`config.mk`:
```
export PLATFORM = sky130hd
export DESIGN_NAME = message_outbox_ack_tracker
export DESIGN_NICKNAME = d
export VERILOG_FILES = /design/src/moat_pkg.sv /design/src/moat_step.sv /design/src/message_outbox_ack_tracker.sv
export SDC_FILE = /design/constraint.sdc
export NUM_CORES = 1
export LEC_CHECK = 0
export ABC_AREA = 0
export BUFFER_PORTS_ARGS = -buffer_cell sky130_fd_sc_hd__buf_4
export CORE_MARGIN = 1.5
export CORE_UTILIZATION = 55
export CTS_BUF_LIST = sky130_fd_sc_hd__clkbuf_16
export CTS_CLUSTER_DIAMETER = 200
export DETAILED_ROUTE_END_ITERATION = 16
export GPL_TIMING_DRIVEN = 0
export PLACE_DENSITY = 0.85
export SYNTH_ARGS = -nofsm -noshare
export SYNTH_HDL_FRONTEND = slang
export SYNTH_SLANG_ARGS = --single-unit
```
`constraint.sdc`:
```
create_clock -name clk_i -period 6.32 [get_ports clk_i]
set_clock_uncertainty 0.1 [all_clocks]
set_input_delay 0.948 -clock clk_i [delete_from_list [all_inputs] [get_ports clk_i]]
set_output_delay 0.948 -clock clk_i [all_outputs]
set_load 0.1 [all_outputs]
```
`src/moat_pkg.sv`:
```
// ----------------------------------------------------------------------------
// moat_pkg
// Shared types, codes and helpers for the message outbox ack tracker.
// ----------------------------------------------------------------------------
package moat_pkg;

  // Field widths
  localparam int unsigned OpW     = 3;
  localparam int unsigned SizeW   = 16;
  localparam int unsigned IdW     = 8;
  localparam int unsigned StatW   = 2;
  localparam int unsigned NoticeW = 3;
  localparam int unsigned SleepW  = 7;
  localparam int unsigned PhaseW  = 3;
  localparam int unsigned TimerW  = 16;
  localparam int unsigned CfgIdxW = 1;
  localparam int unsigned CfgW    = 16;

  // Configuration register indexes
  localparam logic [CfgIdxW-1:0] CFG_MAX_OUTBOX_SIZE = 1'b0;
  localparam logic [CfgIdxW-1:0] CFG_ACK_TIMEOUT     = 1'b1;

  // Configuration reset values
  localparam logic [CfgW-1:0] MAX_OUTBOX_SIZE_RST = 16'd1024;
  localparam logic [CfgW-1:0] ACK_TIMEOUT_RST     = 16'd10000;

  // Backoff ceiling in ms
  localparam logic [SleepW-1:0] BACKOFF_CAP = 7'd100;

  typedef enum logic [OpW-1:0] {
    OP_OPEN      = 3'd0,
    OP_CLOSE     = 3'd1,
    OP_BEGIN     = 3'd2,
    OP_SEND      = 3'd3,
    OP_ACK_NACK  = 3'd4,
    OP_XPORT_DONE = 3'd5,
    OP_TICK      = 3'd6
  } opcode_e;

  typedef enum logic [StatW-1:0] {
    ST_OK       = 2'd0,
    ST_BUSY     = 2'd1,
    ST_INVALID  = 2'd2,
    ST_OVERFLOW = 2'd3
  } status_e;

  typedef enum logic [NoticeW-1:0] {
    NT_NONE     = 3'd0,
    NT_SENT     = 3'd1,
    NT_TIMEOUT  = 3'd2,
    NT_REJECTED = 3'd3,
    NT_NOCONN   = 3'd4
  } notice_e;

  typedef enum logic [1:0] {
    OC_OK       = 2'd0,
    OC_TIMEOUT  = 2'd1,
    OC_REJECTED = 2'd2,
    OC_NOCONN   = 2'd3
  } outcome_e;

  // Message phase, one-hot
  typedef enum logic [5:0] {
    PH_CLOSED = 6'b000001,
    PH_ACCEPT = 6'b000010,
    PH_WRITE  = 6'b000100,
    PH_BOTH   = 6'b001000,
    PH_REPLY  = 6'b010000,
    PH_XPORT  = 6'b100000
  } phase_e;

  // Encoded phase codes as seen on the result
  localparam logic [PhaseW-1:0] PC_CLOSED = 3'd0;
  localparam logic [PhaseW-1:0] PC_ACCEPT = 3'd1;
  localparam logic [PhaseW-1:0] PC_WRITE  = 3'd2;
  localparam logic [PhaseW-1:0] PC_BOTH   = 3'd3;
  localparam logic [PhaseW-1:0] PC_REPLY  = 3'd4;
  localparam logic [PhaseW-1:0] PC_XPORT  = 3'd5;

  typedef struct packed {
    logic [OpW-1:0]   opcode;
    logic [SizeW-1:0] size_bytes;
    logic [IdW-1:0]   reply_id;
    logic             is_nack;
    logic             transport_ok;
  } item_t;

  typedef struct packed {
    status_e            status;
    notice_e            notice;
    logic [IdW-1:0]     message_id;
    logic [SleepW-1:0]  sleep_ms;
    logic [PhaseW-1:0]  phase_now;
  } result_t;

  typedef struct packed {
    phase_e             phase;
    logic [IdW-1:0]     txn_id;
    logic [SizeW-1:0]   size_limit;
    outcome_e           outcome;
    logic               timer_running;
    logic [TimerW-1:0]  timer_count;
    logic [SleepW-1:0]  backoff_ms;
  } state_t;

  typedef struct packed {
    logic [CfgW-1:0] max_outbox_size;
    logic [CfgW-1:0] ack_timeout_ticks;
  } cfg_t;

  function automatic logic [PhaseW-1:0] phase_code(phase_e ph);
    logic [PhaseW-1:0] code;
    unique case (ph)
      PH_CLOSED: code = PC_CLOSED;
      PH_ACCEPT: code = PC_ACCEPT;
      PH_WRITE:  code = PC_WRITE;
      PH_BOTH:   code = PC_BOTH;
      PH_REPLY:  code = PC_REPLY;
      PH_XPORT:  code = PC_XPORT;
      default:   code = PC_CLOSED;
    endcase
    return code;
  endfunction

  // Completion notice for a stored outcome
  function automatic notice_e finish_notice(outcome_e oc);
    return notice_e'(NoticeW'({1'b0, oc}) + NoticeW'(1));
  endfunction

endpackage

```
`src/moat_step.sv`:
```
// ----------------------------------------------------------------------------
// moat_step
// Next-state and result logic for one event applied to the tracker state.
// ----------------------------------------------------------------------------
module moat_step (
  input  moat_pkg::state_t  st_i,
  input  moat_pkg::cfg_t    cfg_i,
  input  moat_pkg::item_t   item_i,
  output moat_pkg::state_t  st_o,
  output moat_pkg::result_t res_o
);
  import moat_pkg::*;

  logic [SleepW:0]   backoff_dbl;
  logic [SleepW-1:0] backoff_nxt;
  logic [SizeW-1:0]  grant;
  logic              pending;
  logic              awaits_reply;

  // Backoff: 1 ms first, then doubling up to the cap
  assign backoff_dbl = {st_i.backoff_ms, 1'b0};
  always_comb begin
    if (st_i.backoff_ms == '0) begin
      backoff_nxt = SleepW'(1);
    end else if (backoff_dbl > {1'b0, BACKOFF_CAP}) begin
      backoff_nxt = BACKOFF_CAP;
    end else begin
      backoff_nxt = backoff_dbl[SleepW-1:0];
    end
  end

  assign grant = (item_i.size_bytes > cfg_i.max_outbox_size) ?
                 cfg_i.max_outbox_size : item_i.size_bytes;
  assign pending      = (st_i.phase == PH_BOTH) || (st_i.phase == PH_REPLY) ||
                        (st_i.phase == PH_XPORT);
  assign awaits_reply = (st_i.phase == PH_BOTH) || (st_i.phase == PH_REPLY);

  // Event decode
  always_comb begin
    state_t  nx;
    status_e status;
    notice_e notice;
    logic [SleepW-1:0] sleep;

    nx     = st_i;
    status = ST_OK;
    notice = NT_NONE;
    sleep  = '0;

    unique case (opcode_e'(item_i.opcode))
      OP_OPEN: begin
        if (grant != '0) begin
          nx.size_limit = grant;
          nx.txn_id     = '0;
          nx.phase      = PH_ACCEPT;
        end
      end
      OP_CLOSE: begin
        if (st_i.phase != PH_CLOSED) begin
          nx.timer_running = 1'b0;
          nx.size_limit    = '0;
          nx.phase         = PH_CLOSED;
        end
      end
      OP_BEGIN: begin
        if (pending) begin
          nx.backoff_ms = backoff_nxt;
          sleep         = backoff_nxt;
          status        = ST_BUSY;
        end else if (st_i.phase == PH_WRITE || st_i.phase == PH_CLOSED) begin
          status = ST_INVALID;
        end else begin
          nx.phase   = PH_WRITE;
          nx.outcome = OC_OK;
        end
      end
      OP_SEND: begin
        if (pending) begin
          status = ST_BUSY;
        end else if (st_i.phase != PH_WRITE) begin
          status = ST_INVALID;
        end else if (item_i.size_bytes > st_i.size_limit) begin
          status = ST_OVERFLOW;
        end else begin
          nx.txn_id        = st_i.txn_id + IdW'(1);
          nx.phase         = PH_BOTH;
          nx.timer_running = 1'b1;
          nx.timer_count   = cfg_i.ack_timeout_ticks;
        end
      end
      OP_ACK_NACK: begin
        if (awaits_reply && item_i.reply_id == st_i.txn_id) begin
          nx.timer_running = 1'b0;
          if (item_i.is_nack) begin
            nx.outcome = OC_REJECTED;
            if (st_i.phase == PH_REPLY) begin
              nx.phase = PH_ACCEPT;
              notice   = finish_notice(OC_REJECTED);
            end else begin
              nx.phase = PH_XPORT;
            end
          end else if (st_i.phase == PH_BOTH) begin
            nx.phase = PH_XPORT;
          end else begin
            nx.phase = PH_ACCEPT;
            notice   = finish_notice(st_i.outcome);
          end
        end
      end
      OP_XPORT_DONE: begin
        if (!item_i.transport_ok) begin
          nx.backoff_ms    = backoff_nxt;
          sleep            = backoff_nxt;
          nx.timer_running = 1'b0;
          if (st_i.phase == PH_BOTH) begin
            nx.outcome = OC_NOCONN;
            nx.phase   = PH_ACCEPT;
            notice     = finish_notice(OC_NOCONN);
          end
        end else begin
          nx.backoff_ms = '0;
          if (st_i.phase == PH_BOTH) begin
            nx.phase = PH_REPLY;
          end else if (st_i.phase == PH_XPORT) begin
            nx.phase = PH_ACCEPT;
            notice   = finish_notice(st_i.outcome);
          end
        end
      end
      OP_TICK: begin
        if (st_i.timer_running) begin
          if (st_i.timer_count <= TimerW'(1)) begin
            nx.timer_count   = '0;
            nx.timer_running = 1'b0;
            if (awaits_reply) begin
              nx.outcome = OC_TIMEOUT;
              if (st_i.phase == PH_REPLY) begin
                nx.phase = PH_ACCEPT;
                notice   = finish_notice(OC_TIMEOUT);
              end else begin
                nx.phase = PH_XPORT;
              end
            end
          end else begin
            nx.timer_count = st_i.timer_count - TimerW'(1);
          end
        end
      end
      default: begin
        // unused opcode: no effect
      end
    endcase

    st_o             = nx;
    res_o.status     = status;
    res_o.notice     = notice;
    res_o.message_id = nx.txn_id;
    res_o.sleep_ms   = sleep;
    res_o.phase_now  = phase_code(nx.phase);
  end

endmodule

```
`src/message_outbox_ack_tracker.sv`:
```
// Path: an accepted input beat goes to the input register, then to the
// result register, which holds its result beat.
// Throughput: one event per cycle when the result output is not stalled;
// the state updates as an event moves from the input to the result register.
// Reset: phase closed, id, size limit, timer and backoff cleared, outcome ok;
// max_outbox_size = 1024, ack_timeout_ticks = 10000.
// ----------------------------------------------------------------------------
// message_outbox_ack_tracker
// Sender-side tracker for one outstanding message: phase, transaction id,
// ack timer and busy-poll backoff, driven by one event per input beat.
// ----------------------------------------------------------------------------
module message_outbox_ack_tracker (
  input  logic                          clk_i,
  input  logic                          rst_ni,
  // config write channel
  input  logic                          cfg_valid_i,
  output logic                          cfg_ready_o,
  input  logic [moat_pkg::CfgIdxW-1:0]  cfg_index_i,
  input  logic [moat_pkg::CfgW-1:0]     cfg_data_i,
  // event input
  input  logic                          in_valid_i,
  output logic                          in_ready_o,
  input  logic [moat_pkg::OpW-1:0]      opcode_i,
  input  logic [moat_pkg::SizeW-1:0]    size_bytes_i,
  input  logic [moat_pkg::IdW-1:0]      reply_id_i,
  input  logic                          is_nack_i,
  input  logic                          transport_ok_i,
  // result output
  output logic                          out_valid_o,
  input  logic                          out_ready_i,
  output logic [moat_pkg::StatW-1:0]    status_o,
  output logic [moat_pkg::NoticeW-1:0]  notice_o,
  output logic [moat_pkg::IdW-1:0]      message_id_o,
  output logic [moat_pkg::SleepW-1:0]   sleep_ms_o,
  output logic [moat_pkg::PhaseW-1:0]   phase_now_o
);
  import moat_pkg::*;

  cfg_t    cfg_q;
  state_t  st_q, st_d;
  item_t   item_q;
  logic    in_vld_q;
  result_t res_q, res_d;
  logic    out_vld_q;
  logic    advance;

  // Config registers, always ready
  assign cfg_ready_o = 1'b1;
  always_ff @(posedge clk_i or negedge rst_ni) begin
    if (!rst_ni) begin
      cfg_q.max_outbox_size   <= MAX_OUTBOX_SIZE_RST;
      cfg_q.ack_timeout_ticks <= ACK_TIMEOUT_RST;
    end else if (cfg_valid_i) begin
      unique case (cfg_index_i)
        CFG_MAX_OUTBOX_SIZE: cfg_q.max_outbox_size   <= cfg_data_i;
        CFG_ACK_TIMEOUT:     cfg_q.ack_timeout_ticks <= cfg_data_i;
        default: ;
      endcase
    end
  end

  // Stage handshake: move the held event into the result register
  assign advance    = in_vld_q && (!out_vld_q || out_ready_i);
  assign in_ready_o = !in_vld_q || advance;

  always_ff @(posedge clk_i or negedge rst_ni) begin
    if (!rst_ni) begin
      in_vld_q  <= 1'b0;
      out_vld_q <= 1'b0;
    end else begin
      if (in_ready_o) begin
        in_vld_q <= in_valid_i;
      end
      if (advance) begin
        out_vld_q <= 1'b1;
      end else if (out_ready_i) begin
        out_vld_q <= 1'b0;
      end
    end
  end

  // Input beat register
  always_ff @(posedge clk_i) begin
    if (in_valid_i && in_ready_o) begin
      item_q.opcode       <= opcode_i;
      item_q.size_bytes   <= size_bytes_i;
      item_q.reply_id     <= reply_id_i;
      item_q.is_nack      <= is_nack_i;
      item_q.transport_ok <= transport_ok_i;
    end
  end

  moat_step u_step (
    .st_i   (st_q),
    .cfg_i  (cfg_q),
    .item_i (item_q),
    .st_o   (st_d),
    .res_o  (res_d)
  );

  // Tracker state
  always_ff @(posedge clk_i or negedge rst_ni) begin
    if (!rst_ni) begin
      st_q.phase         <= PH_CLOSED;
      st_q.txn_id        <= '0;
      st_q.size_limit    <= '0;
      st_q.outcome       <= OC_OK;
      st_q.timer_running <= 1'b0;
      st_q.timer_count   <= '0;
      st_q.backoff_ms    <= '0;
    end else if (advance) begin
      st_q <= st_d;
    end
  end

  // Result register
  always_ff @(posedge clk_i) begin
    if (advance) begin
      res_q <= res_d;
    end
  end

  assign out_valid_o  = out_vld_q;
  assign status_o     = res_q.status;
  assign notice_o     = res_q.notice;
  assign message_id_o = res_q.message_id;
  assign sleep_ms_o   = res_q.sleep_ms;
  assign phase_now_o  = res_q.phase_now;

endmodule

```
Word level (Yosys, flattened, before mapping)
Cells that the tools add are included.
{ "op_classes": {"n_addsub": 3, "n_mul": 0, "div_mod_pow": 0, "n_lt_le_gt_ge": 4, "eq_ne": 34, "shifts": 0, "mux": 69, "n_bitwise": 1, "n_reduce_logical": 26} }
{ "ops": {"columns": ["cell", "n"], "rows": [
  ["2-to-1 mux 6 bit", 14],
  ["case mux 16 bit (2 select lines)", 2],
  ["2-to-1 mux 17 bit", 3],
  ["2-to-1 mux 16 bit", 3],
  ["2-to-1 mux 14 bit", 3],
  ["case mux 6 bit (7 select lines)", 1],
  ["2-to-1 mux 3 bit", 13],
  ["2-to-1 mux 7 bit", 5],
  ["> comparator 16 bit", 2],
  ["2-to-1 mux 30 bit", 1],
  ["case mux 7 bit (2 select lines)", 2],
  ["2-to-1 mux 2 bit", 12],
  ["2-to-1 mux 19 bit", 1],
  ["<= comparator 16 x 1 -> 1 bit, second input constant", 1],
  ["inequality test 2 bit, second input constant", 8],
  ["case mux 8 bit (2 select lines)", 1],
  ["nonzero test 16 bit", 1],
  ["subtractor 16 x 1 -> 16 bit, second input constant", 1],
  ["case mux 3 bit (5 select lines)", 1],
  ["inequality test 2 x 1 -> 1 bit, second input constant", 7],
  ["equality test 6 x 3 -> 1 bit, second input constant", 2],
  ["equality test 6 x 4 -> 1 bit, second input constant", 2],
  ["equality test 6 x 5 -> 1 bit, second input constant", 2],
  ["equality test 6 bit, second input constant", 2],
  ["31 further kinds", 47]
]} }
{ "word_totals": {"ff_bits": 142, "latch_bits": 0, "ram_bits": 0, "romBits": 0, "inputBits": 51, "out_inout_bits": 26, "wordCells": 158, "n_memories": 0} }

Depth between registers and ports, before layout
Gate-level depths: netlist of run 1.
{ "logic_depth": {"depth_word": 8, "depth_mapped": 12, "depth_no_buf": 11} }

Cells and area by module
A second synthesis of run 1 with hierarchy kept.
{ "hier_totals": {"cells_unflattened": 774, "hier_area_um2": 8315.5} }
{ "by_module_without_submodules": {"columns": ["module", "n_inst", "cells_per_inst", "area_each_um2", "seq_area_each_um2"], "rows": [
  ["message_outbox_ack_tracker", 1, 250, 5069.9, 3822.4],
  ["moat_step", 1, 524, 3245.6, 0.0]
]} }

Worst setup path before layout of run 1
OpenSTA, ideal clock, no wires.
{ "synth_timing": {"path_kind": "register -> register", "start": "register item_q[17] (netlist name)", "end": "register st_q[41] (netlist name)", "setup_time_ns": 0.077, "arrival_time_ns": 3.114, "required_ns": 6.143, "setup_slack_ns": 3.029, "stages_incl_launch_ff": 12, "n_path_buf": 2, "synth_period_minus_slack_ns": 3.291, "cell_sequence": "edfxtp_1 > ha_1 > and3_1 > nand2_1 > a2111o_1 > and4b_1 > o31a_1 > or4_4 > buf_6 > or3_4 > buf_6 > o21ai_1"} }
{ "synth_via": {"elab_chain_len": 5, "word_cells_on_any_way": 7, "cone_classes": "1 x order compare; 1 x eq/ne; 3 x mux; 2 x reduce/logical"} }
{ "synth_rtl": {"columns": ["item", "line", "source"], "rows": [
  ["start: declaration", "message_outbox_ack_tracker.sv:41", "item_t item_q;"],
  ["> comparator 16 bit", "moat_step.sv:32", "assign grant = (item_i.size_bytes > cfg_i.max_outbox_size) ?"],
  ["2-to-1 mux 16 bit (*)", "moat_step.sv:32", null],
  ["nonzero test 16 bit", "moat_step.sv:52", "if (grant != '0) begin"],
  ["inequality test 2 x 1 -> 1 bit (no line)", null, null],
  ["AND reduction 4 bit (no line)", null, null],
  ["end signal: assignment", "message_outbox_ack_tracker.sv:112", "st_q <= st_d;"],
  ["end: declaration", "message_outbox_ack_tracker.sv:40", "state_t st_q, st_d;"]
]} }
Every way passes the cells marked *; elsewhere a longest branch is shown, timed or not. The select of a mux whose other input is x is not followed.
A chain may end at the register's enable or synchronous reset.

Worst setup path in the final report of run 1
{ "layout_timing": {"start": "register cfg_q[26] (netlist name)", "end": "register st_q[33] (netlist name)"} }
{ "layout_via": {"elab_chain_len": 5, "word_cells_on_any_way": 7, "cone_classes": "1 x order compare; 1 x eq/ne; 3 x mux; 2 x reduce/logical"} }
{ "layout_rtl": {"columns": ["item", "line", "source"], "rows": [
  ["start: declaration", "message_outbox_ack_tracker.sv:39", "cfg_t cfg_q;"],
  ["> comparator 16 bit", "moat_step.sv:32", null],
  ["2-to-1 mux 16 bit (*)", "moat_step.sv:32", null],
  ["nonzero test 16 bit", "moat_step.sv:52", null],
  ["inequality test 2 x 1 -> 1 bit (no line)", null, null],
  ["AND reduction 4 bit (no line)", null, null]
]} }
Marks and branches as above.

==> results of run 1 <==
[logic make-up (layout without fill, tap and decap cells)]
| group | count (synthesis) | in the layout | share of synthesized area (%) |
|---|---|---|---|
| xor gates and xnor gates | 12 | 12 | 1.368 |
| buffers and inverters | 85 | 192 | 4.398 |
| adders and majority gates | 36 | 36 | 5.864 |
| other | 1 | 1 | 0.04882 |
| DFF | 142 | 142 | 49.76 |
| muxes | 35 | 35 | 4.854 |
| and+or+nand+nor | 268 | 268 | 16.68 |
| AOI/OAI and AO/OA | 207 | 207 | 17.02 |
[state kept, by name, summed over array words and instances (netlist names)]
| signal | flops |
|---|---|
| sleep_ms_o | 7 |
| st_q | 56 |
| in_vld_q | 1 |
| cfg_q | 32 |
| status_o | 2 |
| message_id_o | 8 |
| item_q | 29 |
| notice_o | 3 |
| phase_now_o | 3 |
| out_valid_o | 1 |
[final timing paths]
path                            depth (start not counted)       end      start
worst max register to register                         11  st_q[33]  cfg_q[26]
max in group asynchronous                               1  st_q[38]     rst_ni
worst min-delay path                                    2  st_q[37]   st_q[37]
min in group asynchronous                               1   st_q[4]     rst_ni
worst min register to register                          2  st_q[37]   st_q[37]
worst max-delay path                                   11  st_q[33]  cfg_q[26]
[power by group]
group          switching (mW)  internal [mW]  total, mW
Clock                   0.404          0.570      0.974
Combinational           0.504          0.279      0.783
Sequential              0.139           1.13       1.27
Total                    1.05           1.98       3.03
[cell type report]
| cell class | instances | area, um^2 | area share, % |
|---|---|---|---|
| inverter | 46 | 172.7 | 1.910 |
| tap | 176 | 220.2 | 2.435 |
| buffer | 39 | 165.2 | 1.826 |
| clock inverter | 12 | 76.32 | 0.8441 |
| clock buffer | 20 | 500.5 | 5.535 |
| timing repair buffer | 75 | 563.0 | 6.227 |
| multi-input combinational | 559 | 3522 | 38.95 |
| sequential | 142 | 3822 | 42.27 |
[metrics by stage]
stage / instance area (um^2) / utilization, % / setup WS, ns
6_report: 9042 / 67.22 / 2.650
5_1_grt: 9042 / 67.22 / 2.511
4_1_cts: 9041 / 67.21 / 2.652
3_5_place_dp: 8464 / 62.92 / 2.710
3_3_place_gp: 8464 / 62.92 / 2.751
2_1_floorplan: 7681 / - / 3.029
[metal layers]
metal  track usage (%)  vias to the layer above  wire length (um)
met5                 0                        -                 0
met4             11.10                        0               447
met3             6.015                       37              1297
met2             42.68                      294              8858
met1             34.68                     3062              7800
li1                  -                     3050                 -
[worst max-delay path, cell delays in order (launching register included)]
cell,delay [ns]
dfstp_2,0.54
inv_1,0.06
ha_1,0.30
nand4_1,0.17
a2111o_1,0.43
and4b_1,0.24
o31a_1,0.38
or4_4,0.51
buf_6,0.16
or3_4,0.37
buf_6,0.18
o21ai_1,0.15
[layout by cell type, fill, tap and decap left out, drive strengths merged, types with 7 or more instances in the layout]
cell	netlist	final
o21ai	88	88
nand2	87	87
dfrtp	83	83
buf	4	79
nor2	63	63
clkbuf	35	55
edfxtp	52	52
inv	45	51
a21oi	41	41
ha	36	36
nor3	26	26
mux2	18	18
mux2i	17	17
nand3	16	16
nor4	15	15
nand4	14	14
xnor2	12	12
a21o	12	12
a22oi	11	11
o31ai	11	11
and3	10	10
and2	9	9
o2bb2ai	7	7
dfstp	7	7
==> impl_metrics.py, run 1 <==
metrics = {
    "synthesis": {
        "syn_area_um2": 7681,
        "synthArstFlopShare_pct": 63.38,
        "yosysMostFrequentCell": "nand2_1",
        "synth_common_cells": "nand2_1 (87), dfrtp_1 (83), o21ai_0 (77)",
        "ys_warn_count": 0,
        "ys_top_cells_by_area": "dfrtp_1 (27%), edfxtp_1 (20%), ha_1 (5.9%)",
        "yosysTopAreaCellShare_pct": 27.04,
        "ys_types": 68,
        "yosys_most_used_dff": "dfrtp_1",
        "yosysTopAreaCell": "dfrtp_1",
        "synth_edf_count": 52,
        "synth_seq_cells": 142,
        "syn_area_per_cell_um2": 9.772,
        "synthCells": 786,
        "seq_area_frac_synth_pct": 49.76,
        "synth_nets": 873,
    },
    "setup_path": {
        "required_ns": 6.58,
        "crit_type": "flop to flop",
        "arrival_ns": 3.93,
        "cp_max_fo": 10,
        "ff2ff_setup_slack_ns": 2.65,
        "start_kind": "flop",
        "cp-end-kind": "flop",
    },
    "power_and_ir_drop": {
        "peakVddDrop_mv": 0.2186,
        "power.density_nw_per_um2": 334.6,
        "power_mw": 3.026,
        "cellLeakagePower_nw": 3.872,
    },
    "sta": {
        "slew_headroom_pct": 22.01,
        "tightest_slew_ns": 1.170,
        "hold_ws_ns": 0.3767,
        "hold_viol": 0,
        "final.setup.tns_ns": 0,
        "rsz0062_at_grt": "no",
        "period_minus_slack_ns": 3.670,
        "min_period_over_period_pct": 58.06,
        "final-setup-viol-count": 0,
        "fmax_ghz": 0.2725,
        "maxSlewViolCount": 0,
    },
    "placed_design": {
        "placedCellCount": 1037,
        "gp_congestion": 0.9237,
        "hpwl_mm": 12.91,
        "io_buffers": 75,
    },
    "global_route": {
        "antenna_found_initial": 0,
        "grt_pass1_wl_mm": 29.91,
        "grt_overflow": 0,
        "grtUsageTotal_pct": 26.50,
        "grt_start_max_net_pins": 91,
        "first_global_vias": 5955,
    },
    "floorplan": {
        "die_area_um2": 14680,
        "rows": 42,
        "start_util_pct": 57.10,
        "die_height_um": 121.2,
        "core_um2": 13450,
        "die-width_um": 121.2,
        "io_pins": 77,
    },
    "finish": {
        "drive_gt1_share_pct": 17.02,
        "n_antenna_cell": 0,
        "fill_cells": 1086,
        "layout.cells.non_filler": 1069,
        "areaGrowthSynthToFinish_pct": 17.72,
        "fin_nets": 967,
    },
    "clock_tree": {
        "cts_setup_buffers": 0,
        "cts_tree": "built",
        "hold_buffers": 0,
        "numCtsBuffers": 17,
        "clkTransAtPathRegs_ns": 0.06,
        "cts_sinks": 142,
        "clockBufferDepth": 2,
        "clk_latency_ns": 0.44,
        "cts_resized": 0,
        "htree_num_levels": 4,
        "root_buffer": "clkbuf_16",
    },
    "routing": {
        "drt_wl_total_mm": 18.40,
        "drtPass1Iterations": 5,
        "post_drt_wl_per_cell_um": 17.22,
        "route.detailed.drc": 0,
        "dr.first_iter.drc_count": 646,
        "ant_nets": 0,
        "via_count": 6443,
        "via_per_inst": 6.027,
    },
    "run": {
        "drv_cap": 0,
    },
    "outcome": {
        "status": "finished, final reports clean",
    },
    "min_path": {
        "hold_path_class": "flop to flop",
    },
}
Power figures use the tool's default switching activity.
==> inputs of run 2 (changes only) <==
--- a/config.mk
+++ b/config.mk
@@ -8,12 +8,12 @@
 export ABC_AREA = 0
 export BUFFER_PORTS_ARGS = -buffer_cell sky130_fd_sc_hd__buf_4
 export CORE_MARGIN = 1.5
-export CORE_UTILIZATION = 55
+export CORE_UTILIZATION = 54
 export CTS_BUF_LIST = sky130_fd_sc_hd__clkbuf_16
 export CTS_CLUSTER_DIAMETER = 200
 export DETAILED_ROUTE_END_ITERATION = 16
 export GPL_TIMING_DRIVEN = 0
-export PLACE_DENSITY = 0.85
+export PLACE_DENSITY = 0.87
 export SYNTH_ARGS = -nofsm -noshare
 export SYNTH_HDL_FRONTEND = slang
 export SYNTH_SLANG_ARGS = --single-unit
==> constraint.sdc (replaced) <==
create_clock -name clk_i -period 3.15 [get_ports clk_i]
set_clock_uncertainty 0.1 [all_clocks]
set_input_delay 0.4725 -clock clk_i [delete_from_list [all_inputs] [get_ports clk_i]]
set_output_delay 0.4725 -clock clk_i [all_outputs]
set_load 0.1 [all_outputs]
==> run 2 against run 1 <==
The flow now finishes with violations (negative setup slack); largest cell class unchanged; register-to-register slack lost 2.9 ns; wire length rose by 8.6%; clock power grew 94%; combinational power grew 120%; count of clock-buffer cells in the layout fell by 3; sequential power increased by 100%; critical path depth is 1 lower; sequential share of layout area shrank 1.9 points.
==> impl_metrics.py, run 2 (synthesized netlist as in run 1, its figures left out) <==
metrics = {
    "outcome": {
        "violations": "negative setup slack",
        "status": "finished, violations left",
    },
    "setup_path": {
        "slowest_delay_ns": 0.50,
        "crit_slowest_cell": "or4_4",
        "worstReg2RegStart": "item_q[15]",
        "crit_family": "compound AO/OA/AOI/OAI gates",
        "path_cells": "ha_1 > and3_4 > a221o_1 > a22oi_2 > a311oi_2 > o31a_1 > or4_4 > or3_4 > buf_12 > o21ai_2",
        "cp-end-kind": "flop",
        "cp_num_buf_inv": 1,
        "ff2ff_setup_slack_ns": -0.24,
        "worst-path-stages": 10,
        "required_ns": 3.41,
        "start_kind": "flop",
        "reg2reg_to": "st_q[34]",
        "worstRegToRegCells": 10,
        "crit_type": "flop to flop",
        "arrival_ns": 3.65,
        "cp_max_fo": 5,
    },
    "power_and_ir_drop": {
        "p_seq_share_pct": 41.6,
        "clock_power_share_pct": 30.6,
        "power.density_nw_per_um2": 653.1,
        "p_comb_share_pct": 27.9,
        "cellLeakagePower_nw": 4.047,
        "power.internal_mw": 3.942,
        "power_mw": 6.181,
        "swShare_pct": 36.23,
        "switchingPower_mw": 2.240,
        "peakVddDrop_mv": 0.4628,
    },
    "routing": {
        "post_drt_wl_per_cell_um": 18.28,
        "drtPass1Iterations": 6,
        "dr.first_iter.drc_count": 552,
        "via_count": 6738,
        "ant_nets": 0,
        "route.detailed.drc": 0,
        "drt_wl_total_mm": 19.99,
        "via_per_inst": 6.159,
    },
    "finish": {
        "drive_gt1_share_pct": 23.63,
        "regMostFlops": "st_q",
        "finish.instance_area_um2": 9464,
        "layout_commonest_cell": "buf_4",
        "top_regs": "st_q (56), cfg_q (32), item_q (29)",
        "final_cell_mix": "buf_4 (96), nand2_1 (87), dfrtp_1 (82)",
        "areaGrowthSynthToFinish_pct": 23.21,
        "largest_reg_flops": 56,
        "layout.cells.non_filler": 1094,
        "post-route-util_pct": 68.18,
        "fin_nets": 988,
        "n_antenna_cell": 0,
    },
    "clock_tree": {
        "cts_sinks": 142,
        "cts_tree": "built",
        "clockBufferDepth": 2,
        "numCtsBuffers": 17,
        "root_buffer": "clkbuf_16",
        "htree_num_levels": 4,
        "clk_latency_ns": 0.44,
        "clkTransAtPathRegs_ns": 0.06,
        "hold_buffers": 0,
    },
    "min_path": {
        "min_to": "item_q[27]",
        "hold_path_class": "input port to flop",
        "min_delay_path_depth": 1,
        "holdCritStartpoint": "opcode_i[1]",
    },
    "floorplan": {
        "start_util_pct": 55.34,
        "rows": 43,
        "die-width_um": 122.3,
        "io_pins": 77,
        "core_um2": 13880,
        "die_height_um": 122.3,
        "die_area_um2": 14950,
    },
    "sta": {
        "fmax_ghz": 0.2947,
        "hold_viol": 0,
        "setup_ws_ns": -0.2434,
        "maxSlewViolCount": 0,
        "final-setup-viol-count": 28,
        "rsz0062_at_grt": "yes",
        "slew_headroom_pct": 20.99,
        "period_minus_slack_ns": 3.393,
        "tightest_slew_ns": 1.185,
        "min_period_over_period_pct": 107.7,
        "final.setup.tns_ns": -4.234,
    },
    "placed_design": {
        "postPlaceCellArea_um2": 8492,
        "placedCellCount": 1041,
        "gp_congestion": 0.9762,
        "io_buffers": 75,
        "hpwl_mm": 13.45,
    },
    "global_route": {
        "grt_pass1_wl_mm": 31.78,
        "grt_overflow": 0,
        "grtUsageTotal_pct": 27.82,
        "first_global_vias": 6446,
        "antenna_found_initial": 0,
        "grt_start_max_net_pins": 91,
    },
    "run": {
        "drv_cap": 0,
    },
}
run 2: stage by stage:
step,setup slack (ns),hold slack [ns]
5_1_grt,-0.3222,0.09816
3_3_place_gp,-0.3530,0.3608
2_1_floorplan,-0.06713,0.07691
6_report,-0.2434,0.1070
3_5_place_dp,-0.3890,0.3681
4_1_cts,-0.1761,0.1010
run 2: layout make-up:
class | count | area (um^2)
fillers | 1012 | 4417
multi-input cells | 559 | 3722
inverters | 46 | 172.7
well taps | 180 | 225.2
repair buffers | 100 | 803.3
clock buffers | 17 | 425.4
plain buffers | 35 | 167.7
clock inverters | 15 | 123.9
flip-flops and latches | 142 | 3824
run 2: how the worst max path moves through the flow:
stage / slack [ns] / endpoint / start
finish: -0.24 / st_q[34] / item_q[15]
CTS: -0.18 / st_q[40] / item_q[15]
global placement: -0.35 / st_q[41] / item_q[17]
detailed placement: -0.39 / st_q[37] / item_q[17]
global route: -0.32 / st_q[38] / item_q[11]
floorplan: -0.07 / st_q[41] / cfg_q[26]
run 2: power by group through the flow:
| stage | registers, mW | logic [mW] | clock network [mW] |
|---|---|---|---|
| final | 2.57 | 1.72 | 1.89 |
| after global routing | 2.61 | 1.89 | 1.99 |
| after CTS | 2.55 | 1.62 | 1.91 |
| after detailed placement | 2.56 | 1.55 | 0 |
| after global placement | 2.54 | 1.49 | 0 |
| after floorplan | 2.67 | 0.996 | 0 |
run 2: timing repair:
action | in CTS | in global routing
pin swaps | 20 | 6
cloned | 1 | 1
resized for setup | 32 | 29
setup buffers | 19 | 5
endpoints found under the setup margin | 35 | 55
run 2: per-layer routing:
metal	vias up	GRT usage [%]	share of wire, %
li1	3104	-	-
met1	3220	34.77	40
met2	340	45.74	50
met3	74	6.599	6.6
met4	0	13.15	3.5
met5	-	0	0
